[src/hdl/tkoh_pkg.sv]
// Package for the top-K outlier heap: widths, opcodes, slot layout.
// No dependencies.
package tkoh_pkg;
  localparam int CAPACITY = 16;
  localparam int IDX_W = 4;
  localparam int CNT_W = 5;
  localparam logic [15:0] THRESH_RESET = 16'd768;

  typedef enum logic [1:0] {
    OP_OFFER = 2'd0,
    OP_CLEAR = 2'd1,
    OP_READ  = 2'd2,
    OP_NONE  = 2'd3
  } opcode_t;

  typedef struct packed {
    logic [24:0] dlt;
    logic [23:0] smp;
    logic [7:0]  chan;
    logic [31:0] ts;
    logic [15:0] sigma;
  } slot_t;
endpackage

[src/hdl/tkoh_div.sv]
// Serial restoring divider for sigma = (|delta| << 8) / stddev, one bit a cycle.
// Depends on tkoh_pkg.
module tkoh_div
  import tkoh_pkg::*;
(
  input  logic        clk,
  input  logic        rst_n,
  input  logic        start,
  input  logic [32:0] dividend,
  input  logic [23:0] divisor,
  output logic        done,
  output logic [15:0] sigma
);
  logic [32:0] quo_r, quo_nxt;
  logic [24:0] rem_r, rem_nxt;
  logic [23:0] dvs_r;
  logic [5:0]  cnt_r, cnt_nxt;
  logic        busy_r, busy_nxt;
  logic [25:0] trial;
  logic [24:0] shifted;

  always_comb begin
    shifted = {rem_r[23:0], quo_r[32]};
    trial = {1'b0, shifted} - {2'b0, dvs_r};
    quo_nxt = quo_r;
    rem_nxt = rem_r;
    cnt_nxt = cnt_r;
    busy_nxt = busy_r;
    if (start) begin
      quo_nxt = dividend;
      rem_nxt = '0;
      cnt_nxt = 6'd33;
      busy_nxt = 1'b1;
    end else if (busy_r) begin
      if (trial[25]) begin
        rem_nxt = shifted;
        quo_nxt = {quo_r[31:0], 1'b0};
      end else begin
        rem_nxt = trial[24:0];
        quo_nxt = {quo_r[31:0], 1'b1};
      end
      cnt_nxt = cnt_r - 6'd1;
      if (cnt_r == 6'd1) busy_nxt = 1'b0;
    end
  end

  always_ff @(posedge clk) begin
    if (!rst_n) begin
      busy_r <= 1'b0;
      cnt_r <= '0;
    end else begin
      busy_r <= busy_nxt;
      cnt_r <= cnt_nxt;
    end
    quo_r <= quo_nxt;
    rem_r <= rem_nxt;
    if (start) dvs_r <= divisor;
  end

  assign done = busy_r && (cnt_r == 6'd1);
  // Quotient at completion is quo_nxt; saturate to 16 bits.
  assign sigma = (quo_nxt[32:16] != '0) ? 16'hFFFF : quo_nxt[15:0];
endmodule

[src/hdl/tkoh_ram.sv]
// Slot memory of the heap: one write port, one registered read port.
// Depends on tkoh_pkg.
module tkoh_ram
  import tkoh_pkg::*;
(
  input  logic             clk,
  input  logic             we,
  input  logic [IDX_W-1:0] waddr,
  input  slot_t            wdata,
  input  logic [IDX_W-1:0] raddr,
  output slot_t            rdata
);
  slot_t mem [CAPACITY];

  always_ff @(posedge clk) begin
    if (we) mem[waddr] <= wdata;
    rdata <= mem[raddr];
  end
endmodule

[src/hdl/top_k_outlier_heap.sv]
// Top-K outlier heap: min-heap on sigma over a slot memory with one write and one read port.
// Result path to out_tvalid: an offer runs the serial divide, then up to four sift
// levels through the slot memory; an offer with zero stddev and a clear go there
// directly, and a read waits for the registered memory read.
// One request at a time; the next can be taken in the cycle after the result handshake.
// Reset (synchronous, rst_n low) empties the heap and sets the threshold to 3.0.
// Depends on tkoh_pkg, tkoh_div, tkoh_ram.
module top_k_outlier_heap
  import tkoh_pkg::*;
(
  input  logic         clk,
  input  logic         rst_n,
  input  logic         cfg_we,
  input  logic [15:0]  cfg_wdata,
  input  logic         in_tvalid,
  output logic         in_tready,
  // opcode[1:0], timestamp_ms[33:2], channel[41:34], sample[65:42],
  // mean[89:66], stddev[113:90], read_index[117:114]
  input  logic [119:0] in_tdata,
  output logic         out_tvalid,
  input  logic         out_tready,
  // accepted[0], entry_count[5:1], entry_valid[6], entry_timestamp_ms[38:7],
  // entry_channel[46:39], entry_sample[70:47], entry_delta[95:71],
  // entry_sigma[111:96]
  output logic [111:0] out_tdata
);
  typedef enum logic [9:0] {
    S_IDLE  = 10'b0000000001,
    S_DIV   = 10'b0000000010,
    S_ROOT  = 10'b0000000100,
    S_UPRD  = 10'b0000001000,
    S_UPCMP = 10'b0000010000,
    S_DNL   = 10'b0000100000,
    S_DNR   = 10'b0001000000,
    S_DNCMP = 10'b0010000000,
    S_RDW   = 10'b0100000000,
    S_OUT   = 10'b1000000000
  } state_t;

  state_t state_r, state_nxt;
  logic [15:0] thr_r;
  logic [CNT_W-1:0] total_r, total_nxt;
  slot_t new_r, new_nxt, lch_r, lch_nxt;
  logic [IDX_W-1:0] pos_r, pos_nxt, read_idx_r;
  logic [7:0] dn_l, dn_r;
  logic [111:0] res_r, res_nxt;

  logic we;
  logic [IDX_W-1:0] waddr, raddr;
  slot_t wdata, rdata;

  logic div_start, div_done;
  logic [15:0] div_sigma;
  logic signed [24:0] delta;
  logic [24:0] mag;

  opcode_t op;
  assign op = opcode_t'(in_tdata[1:0]);
  assign delta = {in_tdata[65], in_tdata[65:42]} - {in_tdata[89], in_tdata[89:66]};
  assign mag = delta[24] ? (25'd0 - delta) : delta;

  tkoh_div u_div (
    .clk(clk), .rst_n(rst_n), .start(div_start),
    .dividend({mag, 8'd0}), .divisor(in_tdata[113:90]),
    .done(div_done), .sigma(div_sigma)
  );

  tkoh_ram u_ram (
    .clk(clk), .we(we), .waddr(waddr), .wdata(wdata),
    .raddr(raddr), .rdata(rdata)
  );

  assign in_tready = (state_r == S_IDLE);
  assign out_tvalid = (state_r == S_OUT);
  assign out_tdata = res_r;

  // Children of pos_r; 8 bits so that the bound check sees the full value.
  assign dn_l = {4'd0, pos_r} * 8'd2 + 8'd1;
  assign dn_r = {4'd0, pos_r} * 8'd2 + 8'd2;

  always_comb begin
    state_nxt = state_r;
    total_nxt = total_r;
    new_nxt = new_r;
    lch_nxt = lch_r;
    pos_nxt = pos_r;
    res_nxt = res_r;
    we = 1'b0;
    waddr = pos_r;
    wdata = new_r;
    raddr = pos_r;
    div_start = 1'b0;
    unique case (state_r)
      S_IDLE: begin
        if (in_tvalid) begin
          res_nxt = '0;
          unique case (op)
            OP_OFFER: begin
              new_nxt.ts = in_tdata[33:2];
              new_nxt.chan = in_tdata[41:34];
              new_nxt.smp = in_tdata[65:42];
              new_nxt.dlt = delta;
              if (in_tdata[113:90] == '0) begin
                state_nxt = S_OUT;
                res_nxt[5:1] = total_r;
              end else begin
                div_start = 1'b1;
                state_nxt = S_DIV;
              end
            end
            OP_CLEAR: begin
              total_nxt = '0;
              res_nxt[5:1] = '0;
              state_nxt = S_OUT;
            end
            OP_READ: begin
              raddr = in_tdata[117:114];
              state_nxt = S_RDW;
            end
            OP_NONE: begin
              res_nxt[5:1] = total_r;
              state_nxt = S_OUT;
            end
            default: ;
          endcase
        end
      end
      S_DIV: begin
        if (div_done) begin
          new_nxt.sigma = div_sigma;
          if (div_sigma < thr_r) begin
            res_nxt[5:1] = total_r;
            state_nxt = S_OUT;
          end else if (total_r < CNT_W'(CAPACITY)) begin
            pos_nxt = total_r[IDX_W-1:0];
            total_nxt = total_r + 1'b1;
            state_nxt = S_UPRD;
          end else begin
            raddr = '0;
            state_nxt = S_ROOT;
          end
        end
      end
      S_ROOT: begin
        if (new_r.sigma <= rdata.sigma) begin
          res_nxt[5:1] = total_r;
          state_nxt = S_OUT;
        end else begin
          pos_nxt = '0;
          // Left child of the root.
          raddr = IDX_W'(1);
          state_nxt = S_DNL;
        end
      end
      // Sift-up keeps the new entry in new_r and writes it once it settles.
      S_UPRD: begin
        if (pos_r == '0) begin
          we = 1'b1;
          res_nxt[5:1] = total_r;
          res_nxt[0] = 1'b1;
          state_nxt = S_OUT;
        end else begin
          raddr = (pos_r - 1'b1) >> 1;
          state_nxt = S_UPCMP;
        end
      end
      S_UPCMP: begin
        if (new_r.sigma < rdata.sigma) begin
          we = 1'b1;
          wdata = rdata;
          pos_nxt = (pos_r - 1'b1) >> 1;
          state_nxt = S_UPRD;
        end else begin
          we = 1'b1;
          res_nxt[5:1] = total_r;
          res_nxt[0] = 1'b1;
          state_nxt = S_OUT;
        end
      end
      // Sift-down: left child read issued; on arrival issue the right read.
      S_DNL: begin
        if (dn_l >= {3'd0, total_r}) begin
          we = 1'b1;
          res_nxt[5:1] = total_r;
          res_nxt[0] = 1'b1;
          state_nxt = S_OUT;
        end else begin
          lch_nxt = rdata;
          raddr = dn_r[IDX_W-1:0];
          state_nxt = S_DNR;
        end
      end
      S_DNR: begin
        state_nxt = S_DNCMP;
        raddr = dn_l[IDX_W-1:0];
        priority if (dn_r < {3'd0, total_r} && rdata.sigma < lch_r.sigma
                     && rdata.sigma < new_r.sigma) begin
          we = 1'b1;
          wdata = rdata;
          pos_nxt = dn_r[IDX_W-1:0];
        end else if (lch_r.sigma < new_r.sigma) begin
          we = 1'b1;
          wdata = lch_r;
          pos_nxt = dn_l[IDX_W-1:0];
        end else begin
          we = 1'b1;
          res_nxt[5:1] = total_r;
          res_nxt[0] = 1'b1;
          state_nxt = S_OUT;
        end
      end
      S_DNCMP: begin
        // Issue the read of the new left child from the updated position.
        raddr = dn_l[IDX_W-1:0];
        state_nxt = S_DNL;
      end
      S_RDW: begin
        if ({1'b0, read_idx_r} < total_r) begin
          res_nxt[6] = 1'b1;
          res_nxt[38:7] = rdata.ts;
          res_nxt[46:39] = rdata.chan;
          res_nxt[70:47] = rdata.smp;
          res_nxt[95:71] = rdata.dlt;
          res_nxt[111:96] = rdata.sigma;
        end
        res_nxt[5:1] = total_r;
        state_nxt = S_OUT;
      end
      S_OUT: begin
        if (out_tready) state_nxt = S_IDLE;
      end
      default: state_nxt = S_IDLE;
    endcase
  end

  always_ff @(posedge clk) begin
    if (!rst_n) begin
      state_r <= S_IDLE;
      total_r <= '0;
      thr_r <= THRESH_RESET;
    end else begin
      state_r <= state_nxt;
      total_r <= total_nxt;
      if (cfg_we) thr_r <= cfg_wdata;
    end
    new_r <= new_nxt;
    lch_r <= lch_nxt;
    pos_r <= pos_nxt;
    res_r <= res_nxt;
    if (in_tready && in_tvalid) read_idx_r <= in_tdata[117:114];
  end
endmodule

[config.mk]
export PLATFORM = sky130hd
export DESIGN_NAME = top_k_outlier_heap
export DESIGN_NICKNAME = d
export VERILOG_FILES = /design/src/hdl/tkoh_pkg.sv /design/src/hdl/tkoh_div.sv /design/src/hdl/tkoh_ram.sv /design/src/hdl/top_k_outlier_heap.sv
export SDC_FILE = /design/constraint.sdc
export NUM_CORES = 2
export LEC_CHECK = 0
export CELL_PAD_IN_SITES_DETAIL_PLACEMENT = 1
export CELL_PAD_IN_SITES_GLOBAL_PLACEMENT = 2
export CORE_ASPECT_RATIO = 1.5
export CORE_MARGIN = 2
export CORE_UTILIZATION = 50
export CTS_CLUSTER_DIAMETER = 120
export DETAILED_ROUTE_END_ITERATION = 12
export DONT_BUFFER_PORTS = 1
export PLACE_DENSITY = 0.87
export SLEW_MARGIN = 20
export SYNTH_ARGS = -nofsm -noshare
export SYNTH_HDL_FRONTEND = slang
export SYNTH_SLANG_ARGS = --single-unit
[constraint.sdc]
create_clock -name clk -period 21.3 [get_ports clk]
set_input_delay 4.26 -clock clk [delete_from_list [all_inputs] [get_ports clk]]
set_output_delay 4.26 -clock clk [all_outputs]
set_load 0.02 [all_outputs]
==> results by stage <==
Floorplanning:
- For this configuration, the core starts out at a cell density of 50.3%.
- The area of the die is 0.187 sq mm.
- The die is 353 um wide.
- The height of the die is 528 um.
- In this run the core area contains 192 standard-cell rows.
- Pin placement for this block handled 255 I/O pins.
- The core region is 0.182 sq mm.

Final layout:
- Leaving out fill and tap cells, the most frequent cell in the layout is edfxtp_1.
- In the final design database the tool counted 6,490 nets.
- The area growth from synthesis to layout is 10.2%.
- The multi-input combinational cells in the finished layout cover a total of 0.0243 sq mm.
- In the final layout, flip-flops and latches occupy 0.0651 sq mm.
- The final-layout fill cell count is 17,300.
- The top cell types in the final layout, fill and taps aside, are 2,034 x edfxtp_1, 441 x nand3_1, 407 x nand2_1.
- Of the cells placed in the final design, the portion with a size suffix greater than 1 is 11.0%.
- The count of cells in the finished layout, fillers not included, comes to 8,822.

Setup path:
- The critical path ends at u_ram.rdata[54].
- The data arrival time at the worst-slack endpoint is 14.90 ns.
- The largest incremental delay on the critical path is 0.93 ns.
- The startpoint of the worst register-to-register path is state_r[6].
- The end of the worst register-to-register path is u_ram.rdata[54].
- The classification of the worst setup path is input pin to register.
- The cell at the slowest stage of the critical path is buf_4.
- In this design, the critical path's most frequently occurring cell is nand2_1.
- The worst setup path is launched from an input pin.
- The number of cells traversed by the worst register-to-register path is 32.
- The required arrival time at the worst endpoint is 22.02 ns.
- Of all nets on the critical path, the largest fanout is 152.
- STA classifies the critical path endpoint as a register.
- The critical path starts at in_tdata[42].
- The slack of the worst reg-to-reg path is 10.88 ns.

Placed design:
- Routability-driven placement finished with a final weighted congestion of 0.859.
- The cell total after placement is 8,432.
- Once detailed placement completed, the half-perimeter wirelength came to 142,000 um.
- In this run the tool buffered the top-level ports with 0 buffer cells.
- The worst setup slack before clock tree synthesis is 6.30 ns.

Clock network:
- The clock passes through at most 3 buffers.
- The clock tree from TritonCTS is yes.
- The count of buffers added by post-CTS timing repair for setup is 0.
- The quantity of hold-fixing buffers added after cts is 0.
- The H-tree depth reported by CTS is 4.
- The clock-pin transition on the worst setup and hold timing paths is 0.07 ns.
- Clock tree synthesis inserted a total of 204 buffers.
- The clock tree root buffer cell is clkbuf_16.
- The clock net in this run drives a total of 2,234 sinks.
- The clock latency on the worst-skew pair is 0.85 ns.
- Once the clock tree was built, the resizer swapped 0 gates to a different size.

Drt:
- The first routing iteration left 6,228 violations.
- The post-detailed-route via-to-cell ratio is 6.51.
- Dividing the detail-routed wire length by the instance count gives 31.2 um.
- In this run the remaining antenna-violating nets after routing total 0.
- The final layout contains routed wiring with a total length of 275,000 um.
- The count of vias placed by the detailed router is 57,500.
- The final routed DRC violation total is 0.
- For this run, the detailed router's first-pass iteration total came to 5.

Synthesis:
- In this run, synthesis produced a sequential element count of 2,234.
- The number of synthesized flops with an enable pin is 2,034.
- The warning count from the yosys run is 0.
- The fraction of synthesized cell area taken by the top area cell type is 66.7%.
- By area the synthesized netlist is led by edfxtp_1 67%, dfxtp_1 4.4%, mux2i_1 2.9%, mux2_2 2.6%, nand3_1 2.4%.
- The top flip-flop cell by instance count after synthesis is edfxtp_1.
- The biggest area consumer among synthesized cells is edfxtp_1.
- A synthesized cell averages 14.4 sq um.
- The net count after synthesis is 6,614.
- The post-synthesis async set-or-reset flop share is 0%.
- Synthesis handed over a netlist of 6,338 instances.
- The synthesized netlist occupies a cell area of 0.0915 sq mm.
- In this run, distinct cell masters in the synthesized netlist total 96.
- Of the synthesized area, sequential elements account for 71.1%.

Global routing:
- The residual overflow from global routing is 0.
- Global routing consumed, on the met2 layer, 50.7% of the routing resources.
- Global routing consumed, on the met1 layer, 36.3% of the routing resources.
- The via count of the first global-routing pass is 60,900.
- The first global-routing pass estimated 402,000 um of wire.
- The largest net degree at the start of global routing is 213.
- The initial antenna violation count is 10.
- Global routing consumed, over all layers together, 29.0% of the routing resources.
- The global routing stage identified its most utilized layer as met2.
- The global routing met3 resource utilization is 4.12%.

Hold path:
- In this run the worst hold path is classified as register to register.
- The startpoint identified for the worst hold timing path is u_ram.rdata[17].

Status:
- The run finished with clean final reports.

Pwr:
- The maximum resistive drop on vdd is 90.5 uV.
- The leakage power is 0.0340 uW.
- In this run the power density over the cells is 111 mW/mm^2.

Timing:
- For the pin with the worst max-slew slack, the measured transition is 1.28 ns.
- The post-route worst setup slack is 7.12 ns.
- The max-slew violation count is 0.
- For this run, the top clock speed supported by timing is 0.0705 GHz.
- The final critical path takes up 66.6% of the cycle.
- Measured against its own limit, the worst slew margin works out to 14.7%.
- Setup repair after global routing left no endpoint under its margin.
- The final setup TNS is 0 ns.
- The time the final worst path needs with I/O delays and setup is 14.18 ns.
- The final number of hold-violating endpoints is 0.
- The setup clock skew after layout is 0.0284 ns.
- Setup violations remaining at the end of the flow were counted as 0.

Run:
- The number of maximum-capacitance violations is 0.
-- power breakdown --
group / leakage (uW) / total (uW) / internal, uW / switching, uW
clock network: 0.00338 / 3800 / 2160 / 1640
registers: 0.0196 / 5240 / 5010 / 231
logic: 0.0109 / 2140 / 733 / 1400
-- kinds of logic (layout without fill, tap and decap cells) --
logic type | count (synthesis) | after routing | synth area share [%]
other cells | 0 | 6 | 0
flops | 2234 | 2234 | 71.1
buf+inv | 575 | 628 | 2.61
compound gates | 1444 | 1444 | 10.7
mux | 479 | 479 | 5.53
simple gates | 1420 | 1420 | 7.73
fa+ha+maj | 135 | 135 | 1.86
xor+xnor | 51 | 51 | 0.488
-- area by class of cell --
class,instances,area share (%)
antenna,6,0.0149
clock buffer,283,5.76
clock inverter,100,1.08
inverter,145,0.540
multi-input combinational,3529,24.1
sequential,2234,64.5
tap,2425,3.01
timing repair buffer,100,0.992
-- registers in the layout, indices dropped and copies added (netlist names), 6 cells and up --
register,count
thr_r,16
u_div.dvs_r,24
u_div.quo_r,33
out_tdata,112
state_r,10
u_div.rem_r,24
lch_r,105
new_r,105
u_ram.rdata,105
u_div.cnt_r,6
u_ram.mem,1680
-- critical path, delay by kind of cell --
family / cells / cell delay, ns
muxes: 1 / 0.42
adders and majority gates: 3 / 0.90
and+or+nand+nor: 14 / 3.74
buffers and inverters: 4 / 1.69
AOI/OAI and AO/OA: 13 / 3.59
-- cells in the mapped netlist (15+ instances only) --
library cell,number
edfxtp_1,2034
nand3_1,441
nand2_1,409
o21ai_0,387
a21oi_1,313
clkbuf_1,308
mux2i_1,267
o211ai_1,221
a221o_1,212
mux2_2,211
dfxtp_1,200
nor2_1,152
inv_1,141
ha_1,133
and2_1,127
nand4_1,123
a22oi_1,105
buf_2,65
a21o_1,38
a211oi_1,36
xnor2_1,34
buf_1,32
nor3_1,31
nand2b_1,22
nor4_1,20
xor2_1,17
nor2b_1,15
o21a_1,15
-- through the flow --
step           total power [uW]  cell area (sq um)  util, %  hold WS (ns)
2_1_floorplan              6730              91500        -         0.422
3_3_place_gp               7340              93900     51.6         0.432
3_5_place_dp               7430              93900     51.6         0.441
4_1_cts                   11200             101000     55.4         0.456
5_1_grt                   11500             101000     55.4         0.470
6_report                  11200             101000     55.4         0.457
-- routing by layer --
metal / vias to the layer above / wire [um]
met5: - / 27
met4: 4 / 10800
met3: 597 / 19300
met2: 2616 / 139000
met1: 29900 / 106000
li1: 24400 / -
-- how the worst min path moves through the flow --
stage,endpoint,cells after the start
3_3_place_gp,lch_r[27],0
6_report,lch_r[17],0
2_1_floorplan,lch_r[19],0
5_1_grt,lch_r[31],0
4_1_cts,lch_r[27],0
3_5_place_dp,lch_r[27],0
No activity file was read; power rests on OpenSTA's default activity.
